[config.mk]
export PLATFORM = sky130hd
export DESIGN_NAME = encoder_readout_publish_controller_core
export DESIGN_NICKNAME = d
export VERILOG_FILES = /design/src/sv/erp_pkg.sv /design/src/sv/erp_ctrl.sv /design/src/sv/erp_angle.sv /design/src/sv/encoder_readout_publish_controller_core.sv
export SDC_FILE = /design/constraint.sdc
export NUM_CORES = 1
export LEC_CHECK = 0
export BUFFER_PORTS_ARGS = -buffer_cell sky130_fd_sc_hd__buf_2
export CORE_MARGIN = 1
export CORE_UTILIZATION = 54
export CTS_CLUSTER_DIAMETER = 100
export DETAILED_ROUTE_END_ITERATION = 7
export PLACE_DENSITY = 0.77
export SYNTH_ARGS = -nofsm -noshare
export SYNTH_HDL_FRONTEND = slang
export SYNTH_HIERARCHICAL = 1
export SYNTH_SLANG_ARGS = --single-unit
[constraint.sdc]
create_clock -name clk -period 4.4 [get_ports clk]
set_input_delay 0.66 -clock clk [delete_from_list [all_inputs] [get_ports clk]]
set_output_delay 0.66 -clock clk [all_outputs]
set_load 0.1 [all_outputs]
[src/sv/erp_pkg.sv]
// Shared types, codes and constants of the encoder readout and publish controller.
`default_nettype none
package erp_pkg;

	// Event kinds on the input stream
	localparam logic [1:0] CMD_FRAME = 2'd0;
	localparam logic [1:0] CMD_SPI   = 2'd1;
	localparam logic [1:0] CMD_TICK  = 2'd2;

	// Result kinds on the output stream
	localparam logic [1:0] ACT_NONE  = 2'd0;
	localparam logic [1:0] ACT_SPI   = 2'd1;
	localparam logic [1:0] ACT_FRAME = 2'd2;

	// Configuration register indexes
	localparam logic REG_NODE_ID = 1'b0;
	localparam logic REG_TICKS   = 1'b1;

	// Encoder protocol bytes
	localparam logic [7:0] SPI_READ_POS = 8'h10;
	localparam logic [7:0] SPI_NOP      = 8'h00;
	localparam logic [7:0] SPI_WAIT     = 8'hA5;

	// Command payload bytes
	localparam logic [7:0] BYTE_CMD_RUN  = 8'h01;
	localparam logic [7:0] BYTE_CMD_STOP = 8'h02;
	localparam logic [7:0] BYTE_SUB_ONE  = 8'h01;
	localparam logic [7:0] BYTE_SUB_TWO  = 8'h02;

	localparam logic [10:0] CMD_ID_OFFSET = 11'd384;
	localparam logic [10:0] NODE_ID_RST   = 11'd498;
	localparam logic [7:0]  TICKS_RST     = 8'd1;

	// 360 degrees in 1/512 degree units
	localparam int unsigned ANGLE_SCALE = 184320;
	localparam logic [21:0] ANGLE_MAX   = 22'h3FFFFF;

	typedef struct packed {
		logic [1:0]  cmd;
		logic [10:0] frame_id;
		logic [63:0] frame_payload;
		logic [7:0]  spi_in;
	} erp_item_t;

	// Decision of the control stage, before the angle is worked out
	typedef struct packed {
		logic [1:0]  action;
		logic [7:0]  spi_out;
		logic [10:0] out_id;
		logic [15:0] position_raw;
	} erp_res_t;

endpackage
`default_nettype wire

[src/sv/erp_ctrl.sv]
// Input register and readout control: command decode, SPI handshake, publish timing.
`default_nettype none
module erp_ctrl (
	input  wire                 clk,
	input  wire                 arst_n,
	input  wire                 in_valid,
	output logic                in_ready,
	input  erp_pkg::erp_item_t  in_item,
	input  wire [10:0]          node_id,
	input  wire [7:0]           ticks_per_unit,
	output logic                out_valid,
	input  wire                 out_ready,
	output erp_pkg::erp_res_t   out_res
);
	import erp_pkg::*;

	typedef enum logic [1:0] {
		MODE_IDLE   = 2'd0,
		MODE_CONT   = 2'd1,
		MODE_SINGLE = 2'd2
	} mode_t;

	typedef enum logic [2:0] {
		PH_NONE = 3'd0,
		PH_CMD  = 3'd1,
		PH_SYNC = 3'd2,
		PH_HIGH = 3'd3,
		PH_LOW  = 3'd4
	} phase_t;

	logic       v_s1;
	erp_item_t  item_s1;
	logic       v_s2;
	erp_res_t   res_s2;
	logic       en_s1;
	logic       en_s2;

	mode_t      mode_q,     mode_d;
	phase_t     phase_q,    phase_d;
	logic       stop_q,     stop_d;
	logic [7:0] interval_q, interval_d;
	logic [15:0] wait_q,    wait_d;
	logic [7:0] high_q,     high_d;
	erp_res_t   res_d;

	logic       id_hit;
	logic [7:0] b0, b1, b2;
	logic       tail3_zero, tail2_zero;
	logic       is_stop, is_start, is_poll;
	logic [16:0] wait_prod;

	assign en_s2    = !v_s2 || out_ready;
	assign en_s1    = !v_s1 || en_s2;
	assign in_ready = en_s1;

	always_ff @(posedge clk or negedge arst_n) begin
		if (!arst_n) begin
			v_s1 <= 1'b0;
		end else if (en_s1) begin
			v_s1 <= in_valid;
		end
	end

	always_ff @(posedge clk) begin
		if (en_s1 && in_valid) begin
			item_s1 <= in_item;
		end
	end

	assign b0 = item_s1.frame_payload[7:0];
	assign b1 = item_s1.frame_payload[15:8];
	assign b2 = item_s1.frame_payload[23:16];
	assign tail3_zero = (item_s1.frame_payload[63:24] == 40'd0);
	assign tail2_zero = (item_s1.frame_payload[63:16] == 48'd0);
	assign id_hit = (node_id >= CMD_ID_OFFSET) && (item_s1.frame_id == node_id - CMD_ID_OFFSET);
	assign is_stop  = (b0 == BYTE_CMD_STOP) && (b1 == BYTE_SUB_ONE) && tail3_zero;
	assign is_start = (b0 == BYTE_CMD_RUN) && (b1 == BYTE_SUB_ONE) && tail3_zero;
	assign is_poll  = (b0 == BYTE_CMD_RUN) && (b1 == BYTE_SUB_TWO) && tail2_zero;
	assign wait_prod = ({1'b0, interval_q} + 9'd1) * ticks_per_unit;

	always_comb begin
		mode_d     = mode_q;
		phase_d    = phase_q;
		stop_d     = stop_q;
		interval_d = interval_q;
		wait_d     = wait_q;
		high_d     = high_q;
		res_d      = '0;
		case (item_s1.cmd)
			CMD_FRAME: begin
				if (id_hit) begin
					if (is_stop) begin
						if (mode_q == MODE_CONT) begin
							if (phase_q == PH_NONE) begin
								mode_d = MODE_IDLE;
								wait_d = '0;
								stop_d = 1'b0;
							end else begin
								stop_d = 1'b1;
							end
						end
					end else if (mode_q == MODE_IDLE) begin
						if (is_start) begin
							interval_d    = b2;
							mode_d        = MODE_CONT;
							stop_d        = 1'b0;
							phase_d       = PH_CMD;
							res_d.action  = ACT_SPI;
							res_d.spi_out = SPI_READ_POS;
						end else if (is_poll) begin
							mode_d        = MODE_SINGLE;
							phase_d       = PH_CMD;
							res_d.action  = ACT_SPI;
							res_d.spi_out = SPI_READ_POS;
						end
					end
				end
			end
			CMD_SPI: begin
				case (phase_q)
					PH_CMD: begin
						phase_d       = PH_SYNC;
						res_d.action  = ACT_SPI;
						res_d.spi_out = SPI_NOP;
					end
					PH_SYNC: begin
						// keep polling while the encoder still answers with the wait byte
						if (item_s1.spi_in != SPI_WAIT) begin
							phase_d = PH_HIGH;
						end
						res_d.action  = ACT_SPI;
						res_d.spi_out = SPI_NOP;
					end
					PH_HIGH: begin
						high_d        = item_s1.spi_in;
						phase_d       = PH_LOW;
						res_d.action  = ACT_SPI;
						res_d.spi_out = SPI_NOP;
					end
					PH_LOW: begin
						res_d.action       = ACT_FRAME;
						res_d.out_id       = node_id;
						res_d.position_raw = {high_q, item_s1.spi_in};
						phase_d            = PH_NONE;
						if (mode_q == MODE_CONT && !stop_q) begin
							wait_d = wait_prod[15:0];
						end else begin
							mode_d = MODE_IDLE;
							stop_d = 1'b0;
							wait_d = '0;
						end
					end
					default: begin
					end
				endcase
			end
			CMD_TICK: begin
				if (mode_q == MODE_CONT && phase_q == PH_NONE) begin
					if (wait_q <= 16'd1) begin
						wait_d        = '0;
						phase_d       = PH_CMD;
						res_d.action  = ACT_SPI;
						res_d.spi_out = SPI_READ_POS;
					end else begin
						wait_d = wait_q - 16'd1;
					end
				end
			end
			default: begin
			end
		endcase
	end

	always_ff @(posedge clk or negedge arst_n) begin
		if (!arst_n) begin
			mode_q     <= MODE_IDLE;
			phase_q    <= PH_NONE;
			stop_q     <= 1'b0;
			interval_q <= '0;
			wait_q     <= '0;
			high_q     <= '0;
			v_s2       <= 1'b0;
		end else if (en_s2) begin
			v_s2 <= v_s1;
			if (v_s1) begin
				mode_q     <= mode_d;
				phase_q    <= phase_d;
				stop_q     <= stop_d;
				interval_q <= interval_d;
				wait_q     <= wait_d;
				high_q     <= high_d;
			end
		end
	end

	always_ff @(posedge clk) begin
		if (en_s2 && v_s1) begin
			res_s2 <= res_d;
		end
	end

	assign out_valid = v_s2;
	assign out_res   = res_s2;

endmodule
`default_nettype wire

[src/sv/erp_angle.sv]
// Angle pipeline: position * 184320 / COUNTS_PER_REV by split multiply and reciprocal.
`default_nettype none
module erp_angle #(
	parameter int unsigned COUNTS_PER_REV = 4096
) (
	input  wire                 clk,
	input  wire                 arst_n,
	input  wire                 in_valid,
	output logic                in_ready,
	input  erp_pkg::erp_res_t   in_res,
	output logic                out_valid,
	input  wire                 out_ready,
	output erp_pkg::erp_res_t   out_res,
	output logic [21:0]         angle_fixed
);
	import erp_pkg::*;

	// scale = A * COUNTS_PER_REV + B, so angle = pos * A + floor(pos * B / COUNTS_PER_REV)
	localparam int unsigned      A_INT = ANGLE_SCALE / COUNTS_PER_REV;
	localparam int unsigned      B_INT = ANGLE_SCALE % COUNTS_PER_REV;
	localparam longint unsigned  M_INT = 64'h1_0000_0000 / COUNTS_PER_REV;
	localparam logic [9:0]  A_V = A_INT[9:0];
	localparam logic [15:0] B_V = B_INT[15:0];
	localparam logic [24:0] M_V = M_INT[24:0];
	localparam logic [16:0] C_V = 17'(COUNTS_PER_REV);

	logic        v_s3, v_s4, v_s5;
	logic        en_s3, en_s4, en_s5;
	erp_res_t    res_s3, res_s4, res_s5;
	logic [31:0] x_s3, x_s4;
	logic [25:0] pa_s3, pa_s4;
	logic [15:0] q_s4;
	logic [21:0] ang_s5;

	logic [56:0] qm_prod;
	logic [32:0] qc_prod;
	logic [32:0] rem;
	logic [16:0] q_fix;
	logic [26:0] sum;

	assign en_s5    = !v_s5 || out_ready;
	assign en_s4    = !v_s4 || en_s5;
	assign en_s3    = !v_s3 || en_s4;
	assign in_ready = en_s3;

	assign qm_prod = x_s3 * M_V;
	assign qc_prod = q_s4 * C_V;
	assign rem     = {1'b0, x_s4} - qc_prod;
	// the reciprocal estimate is low by at most one
	assign q_fix   = {1'b0, q_s4} + ((rem >= {16'd0, C_V}) ? 17'd1 : 17'd0);
	assign sum     = {1'b0, pa_s4} + {10'd0, q_fix};

	always_ff @(posedge clk or negedge arst_n) begin
		if (!arst_n) begin
			v_s3 <= 1'b0;
			v_s4 <= 1'b0;
			v_s5 <= 1'b0;
		end else begin
			if (en_s3) v_s3 <= in_valid;
			if (en_s4) v_s4 <= v_s3;
			if (en_s5) v_s5 <= v_s4;
		end
	end

	always_ff @(posedge clk) begin
		if (en_s3 && in_valid) begin
			res_s3 <= in_res;
			x_s3   <= in_res.position_raw * B_V;
			pa_s3  <= in_res.position_raw * A_V;
		end
		if (en_s4 && v_s3) begin
			res_s4 <= res_s3;
			x_s4   <= x_s3;
			pa_s4  <= pa_s3;
			q_s4   <= qm_prod[47:32];
		end
		if (en_s5 && v_s4) begin
			res_s5 <= res_s4;
			ang_s5 <= (sum > {5'd0, ANGLE_MAX}) ? ANGLE_MAX : sum[21:0];
		end
	end

	assign out_valid   = v_s5;
	assign out_res     = res_s5;
	assign angle_fixed = ang_s5;

endmodule
`default_nettype wire

[src/sv/encoder_readout_publish_controller_core.sv]
// Top level of the encoder readout and publish controller: ports, configuration, stages.
//
// Channel   Direction  Beat contents
// s_*       in         tuser: cmd; tdata: frame_id, frame_payload, spi_in
// m_*       out        tuser: action; tdata: spi_out, out_id, angle_fixed, position_raw
// cfg_*     in         write enable, register index, write data
//
// One beat in gives one beat out; one beat per cycle sustained while m_tready stays high.
// The control stage decides on the registered input beat; the angle takes three more stages (split multiply,
// reciprocal multiply, correction), the last of which is the output register.
// Reset clears stage valids, readout state and configuration to its reset values.
// A stall on m_tready fills any empty stages first; s_tready drops once every stage holds a beat.
`default_nettype none
module encoder_readout_publish_controller_core #(
	parameter int unsigned COUNTS_PER_REV = 4096
) (
	input  wire         clk,
	input  wire         arst_n,
	input  wire         s_tvalid,
	output logic        s_tready,
	input  wire  [87:0] s_tdata,   // frame_id[10:0], frame_payload[74:11], spi_in[82:75]
	input  wire  [1:0]  s_tuser,   // cmd[1:0]
	output logic        m_tvalid,
	input  wire         m_tready,
	output logic [63:0] m_tdata,   // spi_out[7:0], out_id[18:8], angle_fixed[40:19],
	                               // position_raw[56:41]
	output logic [1:0]  m_tuser,   // action[1:0]
	input  wire         cfg_we,
	input  wire         cfg_idx,
	input  wire  [10:0] cfg_data
);
	import erp_pkg::*;

	logic [10:0] node_id_q;
	logic [7:0]  ticks_q;
	erp_item_t   item;
	logic        ctl_valid;
	logic        ang_ready;
	erp_res_t    ctl_res;
	erp_res_t    out_res;
	logic [21:0] angle;

	always_ff @(posedge clk or negedge arst_n) begin
		if (!arst_n) begin
			node_id_q <= NODE_ID_RST;
			ticks_q   <= TICKS_RST;
		end else if (cfg_we) begin
			case (cfg_idx)
				REG_NODE_ID: node_id_q <= cfg_data;
				REG_TICKS:   ticks_q   <= cfg_data[7:0];
				default: begin
				end
			endcase
		end
	end

	// cmd, frame_id, frame_payload, spi_in from the top bit down
	assign item = {s_tuser, s_tdata[10:0], s_tdata[74:11], s_tdata[82:75]};

	erp_ctrl u_ctrl (
		.clk            (clk),
		.arst_n         (arst_n),
		.in_valid       (s_tvalid),
		.in_ready       (s_tready),
		.in_item        (item),
		.node_id        (node_id_q),
		.ticks_per_unit (ticks_q),
		.out_valid      (ctl_valid),
		.out_ready      (ang_ready),
		.out_res        (ctl_res)
	);

	erp_angle #(
		.COUNTS_PER_REV (COUNTS_PER_REV)
	) u_angle (
		.clk         (clk),
		.arst_n      (arst_n),
		.in_valid    (ctl_valid),
		.in_ready    (ang_ready),
		.in_res      (ctl_res),
		.out_valid   (m_tvalid),
		.out_ready   (m_tready),
		.out_res     (out_res),
		.angle_fixed (angle)
	);

	assign m_tuser = out_res.action;
	assign m_tdata = {7'd0, out_res.position_raw, angle, out_res.out_id, out_res.spi_out};

endmodule
`default_nettype wire
# Yosys cells after proc, flatten, opt, wreduce, memory -nomap -nowiden
# Cells that the tools add are included.
# totals
regBits	361
latchBits	0
ramBits	0
romBits	0
inputBits	107
out_inout_bits	68
wordCells	166
memories	0
# op_classes
n_addsub	3
n_mul	2
n_div	0
magnitude_cmp	3
n_eq_ne	31
shift	0
n_mux	47
bitwise	2
n_reduce_logical	42
# ops
op	count
$mux 16	8
$logic_not 48->1	1
$pmux 16 s3	1
$logic_not 40->1	1
$mux 10	4
$pmux 10 s3	1
$mux 9	3
$mux 3	8
$gt 22x22->1 const B	1
$mul 16x6->22 const B	1
$mux 2	9
$reduce_and 9->1	2
$mul 17x8->16	1
$eq 8x1->1 const B	2
$eq 8x2->1 const B	2
$le 16x1->1 const B	1
$sub 16x1->16 const B	1
$logic_and 1x1->1	14
$ne 2x1->1 const B	7
$pmux 3 s4	1
$eq 11x11->1	1
$ge 11x9->1 const B	1
$reduce_and 11->1	1
$sub 11x9->11 const B	1
other kinds (29)	57

# Longest topological paths before layout
# depth
word_depth	9
mapped_depth	19
mapped_depth_nobuf	19

# By module
# Netlist, hierarchy kept.
# modules_own_cells
mod	n_inst	cells_each	area_per_inst_um2	seq_area_each_um2
erp_ctrl	1	728	8827.2	4454.3
erp_angle	1	454	7412.1	5270.1
encoder_readout_publish_controller_core	1	49	832.0	484.2

# Worst setup path before layout
# No wires, ideal clock.
# synth_path
path_type	reg-to-reg
from	register u_ctrl.interval_q[0]
to	register u_ctrl.wait_q[11]
setup_ns	0.125
t_arrival_ns	4.760
required_time_ns	4.275
setup_slack_ns	-0.485
stages_incl_launch_ff	19
path_buffers	0
synth_period_minus_slack_ns	4.885
path_cell_list	dfrtp_1 -> ha_1 -> nand3_1 -> xor2_1 -> nand2b_1 -> fa_1 -> fa_1 -> inv_1 -> fa_1 -> inv_1 -> fa_1 -> inv_1 -> ha_1 -> or3_1 -> or2_2 -> a31oi_1 -> xnor2_1 -> a21oi_1 -> o21ai_1
# synth_via
elab_chain_cells	5
# synth_lines
element	line_no	text
start, declared	erp_ctrl.sv:41	logic [7:0] interval_q, interval_d;
start signal, assigned	erp_ctrl.sv:189	interval_q <= interval_d;
$add 8x1->9	erp_ctrl.sv:79	assign wait_prod = ({1'b0, interval_q} + 9'd1) * ticks_per_unit;
$mul 17x8->16	erp_ctrl.sv:79	
$mux 16	erp_ctrl.sv:145	if (mode_q == MODE_CONT && !stop_q) begin
$mux 16	erp_ctrl.sv:120	case (phase_q)
$pmux 16 s3	erp_ctrl.sv:89	case (item_s1.cmd)
end signal, assigned	erp_ctrl.sv:190	wait_q <= wait_d;
end, declared	erp_ctrl.sv:42	logic [15:0] wait_q, wait_d;
# No other way between the ends. The select of a mux whose other input is x is not followed.
# A chain may end at the register's enable or synchronous reset.

# Final worst setup path
# layout_path
from	register u_ctrl.interval_q[1]
to	register u_ctrl.wait_q[14]
# Same word-level chain as after synthesis.

==> results by group <==
Logic synthesis
  – Flip-flop and latch count after synthesis: 350
  – Register area share after synthesis: 59.8%
  – Average cell area after synthesis: about 14 um^2
  – Count of flip-flops with a built-in enable after synthesis: 288
  – Synthesized instance count: about 1200
  – Count of cell types in the netlist: 77
  – Combined area of all synthesized cells: 0.0171 mm^2
  – Biggest area contributors in the synthesized netlist: edfxtp_1, dfrtp_1, fa_1
  – Total of warnings raised by yosys: 6
  – Top-area cell type share of the netlist area: 50.7%
  – Prevailing post-synth register cell: edfxtp_1
  – Async S/R FF share, synth: 17.7%
  – Leading area contributor after synthesis: edfxtp_1

Floorplanning
  – Initial standard-cell utilization of the core: 55.4%
  – Chip Width: ~180 um
  – Row count: 64
  – Number of primary I/O pins: 175
  – Total core area: 0.0308 mm^2
  – Die area: 0.0323 mm^2
  – Height of the die: 180 um

Routing
  – Via total after detailed routing: ~9900
  – Detailed Routing Iterations Pass 1: 7
  – Routed vias/inst: roughly 5.3
  – Post-detailed-route wirelength per cell: around 16 um
  – Drc violations: 10
  – Violation count after the first detailed-routing iteration: 500
  – DRT antenna net count: 0
  – Routed Wire Length: 30700 um

Clock tree
  – Clock tree from TritonCTS: yes
  – Clock tree root buffer cell: clkbuf_16
  – Clk pin slew, worst setup/hold paths: around 60 ps
  – Number of H-tree levels: 2
  – CTS Sinks: 350
  – Inserted Clock Buffers: 36
  – Clock network latency to the later pin of the worst-skew pair: 520 ps
  – Clock Tree Buf Depth: 3

Worst setup path
  – Endpoint class of the critical path: flop
  – Cell seen most often among critical-path stages: fa_1
  – Slowest stage delay, CP: 500 ps
  – Max Fanout on Critical Path: 5
  – Critical Path RT: 4780 ps
  – Arrival time worst endpoint: 5130 ps
  – Category of the critical setup timing path: flop to flop
  – Largest delay share family, worst path: adder cells
  – Critical-path cell list: buf_6 > and3_4 > nand3_4 > xor2_4 > nand2b_4 > fa_2 > fa_1 > inv_1 > fa_1 > inv_2 > fa_1 > inv_2 > ha_4 > nor3_2 > o21ai_2 > nand2_1 > o21ai_2 > o41ai_2 > xor2_1 > o221ai_1
  – Critical path buffers and inverters: 4
  – Critical path startpoint category: flop
  – Master of the slowest instance on the critical path: fa_1
  – Setup slack on the worst flop-to-flop path: -340 ps

Final layout
  – Ratio of cells with drive above 1 in the final layout: 26.4%
  – Nets@finish: 1698
  – Synthesis-to-finish area growth: 17.4%
  – Most common cell after layout, fill and taps aside: edfxtp_1
  – Diodes inserted: 0
  – Commonest cells after routing, fill and taps aside: edfxtp_1, buf_2, inv_1, ha_1, fa_1

Global route
  – Global route total overflow: 0
  – Global-route wire length before repair: 49700 um
  – Number of antenna violations at the first check in global routing: 1
  – Via count of the first global-routing pass: 10200
  – Largest net degree at the start of global routing: 73
  – Overall track demand over capacity in global routing: 19.2%

Pwr
  – Overall power: 0.0106 W
  – Net switching power figure: 0.00355 W
  – Leakage power figure: 8.34 nW
  – Net Sw Frac: 33.6%
  – Power density over the cells: 528 mW/mm^2
  – Maximum VDD drop: 0.467 mV
  – Internal power summed over all cells: between 0.007 and 0.008 W
  – Register share of total power: 43.9%
  – Clock network fraction of design power: between 20% and 30%
  – Logic gate share of total power: 28.2%

Flow run
  – # Max-Cap Violations: 0

Timing
  – Setup violations, final: 7
  – Maximum clock skew at final layout: 14.1 ps
  – Unrepaired setup endpoints after global routing: true
  – Number of endpoints with negative hold slack in the final report: 0
  – Peak clock frequency supported by timing: 211 MHz
  – Fin crit period: 4740 ps
  – Final Max Slew Viols: 0
  – Period Utilization, post-route: 108%
  – Relative max-transition margin: 14.5%
  – Minimum setup slack in the final design: -344 ps
  – Transition at the pin with the smallest max-transition slack: 1280 ps

Placed design
  – Final Wtd Congestion: 0.913
  – Pre-CTS worst setup slack: -362 ps
  – Estimated wirelength of the detail-placed design: about 23000 um
  – Number of I/O port buffers: about 160

Status
  – Run status: complete, but fails checks
  – Violations in the final reports: design-rule violations, negative setup slack

Hold path
  – Type of the tightest min-delay check: primary input to async pin
## Yosys cell counts (22+ instances only)
cell type  count
clkbuf_1      28
and2_1        55
xnor2_1       32
o21ai_0       33
nor2b_1       43
fa_1          62
dfrtp_1       55
nand2b_1      25
nor2_1        35
a21oi_1       27
mux2_2        27
ha_1          89
inv_1        124
nand2_1       42
nor3_1        22
edfxtp_1     288
## registers in the layout (all words and copies together) (netlist names), 11 cells and up
register	flops
u_ctrl/wait_q	16
u_angle/angle_fixed	22
u_ctrl/item_s1	61
u_ctrl/out_res	30
u_angle/pa_s3	20
node_id_q	11
u_angle/out_res	37
u_angle/res_s3	37
u_angle/res_s4	37
u_angle/pa_s4	20
## logic make-up (layout without fill, tap and decap cells)
kind of cell | count (synthesis) | after routing | share of synthesized area, %
mux | 39 | 39 | 2.84
other cells | 2 | 14 | 0.0440
buf+inv | 175 | 400 | 4.40
fa+ha+maj | 151 | 151 | 13.8
xor+xnor | 52 | 52 | 2.67
simple gates | 318 | 318 | 10.8
compound gates | 144 | 144 | 5.68
flops | 350 | 350 | 59.8
## power groups by stage
stage          registers, W  clock network [W]  logic, W
5_1_grt             0.00470            0.00316   0.00324
4_1_cts             0.00465            0.00303   0.00298
3_3_place_gp        0.00468                  0   0.00289
3_5_place_dp        0.00471                  0   0.00294
6_report            0.00465            0.00295   0.00298
2_1_floorplan       0.00529                  0   0.00175
## worst paths after layout
| kind | startpoint | to | depth (start not counted) |
|---|---|---|---|
| max | u_ctrl/interval_q[1] | u_ctrl/wait_q[14] | 20 |
| min | arst_n | u_ctrl/interval_q[5] | 1 |
| max reg2reg | u_ctrl/interval_q[1] | u_ctrl/wait_q[14] | 20 |
| min reg2reg | u_angle/res_s3[35] | u_angle/res_s4[35] | 0 |
| max in group asynchronous | arst_n | u_ctrl/v_s1 | 2 |
| min in group clk | s_tdata[22] | u_ctrl/b1[3] | 1 |
## area by class of cell
| class | count | area [um^2] |
|---|---|---|
| Clock buffer | 48 | 956 |
| Clock inverter | 18 | 198 |
| Fill cell | 2182 | 10800 |
| Inverter | 124 | 465 |
| Multi-Input combinational cell | 718 | 6520 |
| Sequential cell | 350 | 10200 |
| Tap cell | 396 | 495 |
| Timing Repair Buffer | 210 | 1190 |
## layer usage
metal / wire, um / vias to the layer above / track usage (%)
li1: - / 4761 / -
met2: 15800 / 274 / 34.5
met3: 1540 / 72 / 3.71
met5: 10 / - / 0
met4: 830 / 2 / 6.90
met1: 12500 / 4819 / 22.9
## what timing repair did
| item | 4_1_cts | 5_1_grt |
|---|---|---|
| hold buffers | 0 | 0 |
| pin swaps | 28 | 34 |
| setup endpoints to repair | 8 | 9 |
| buffers inserted | 4 | 2 |
| gates resized for setup | 22 | 23 |
## stage by stage
stage	hold WS, ps	cell area, um^2	setup TNS [ps]	util [%]	instances
CTS	290	19900	-1380	64.7	1862
finish	267	20000	-1310	65.0	1864
floorplan	364	17300	-369	-	1243
global route	287	20000	-2820	65.0	1864
detailed placement	405	18700	-1980	60.6	1792
global placement	401	18700	-1250	60.6	1792
(Power assumes the default switching activity.)
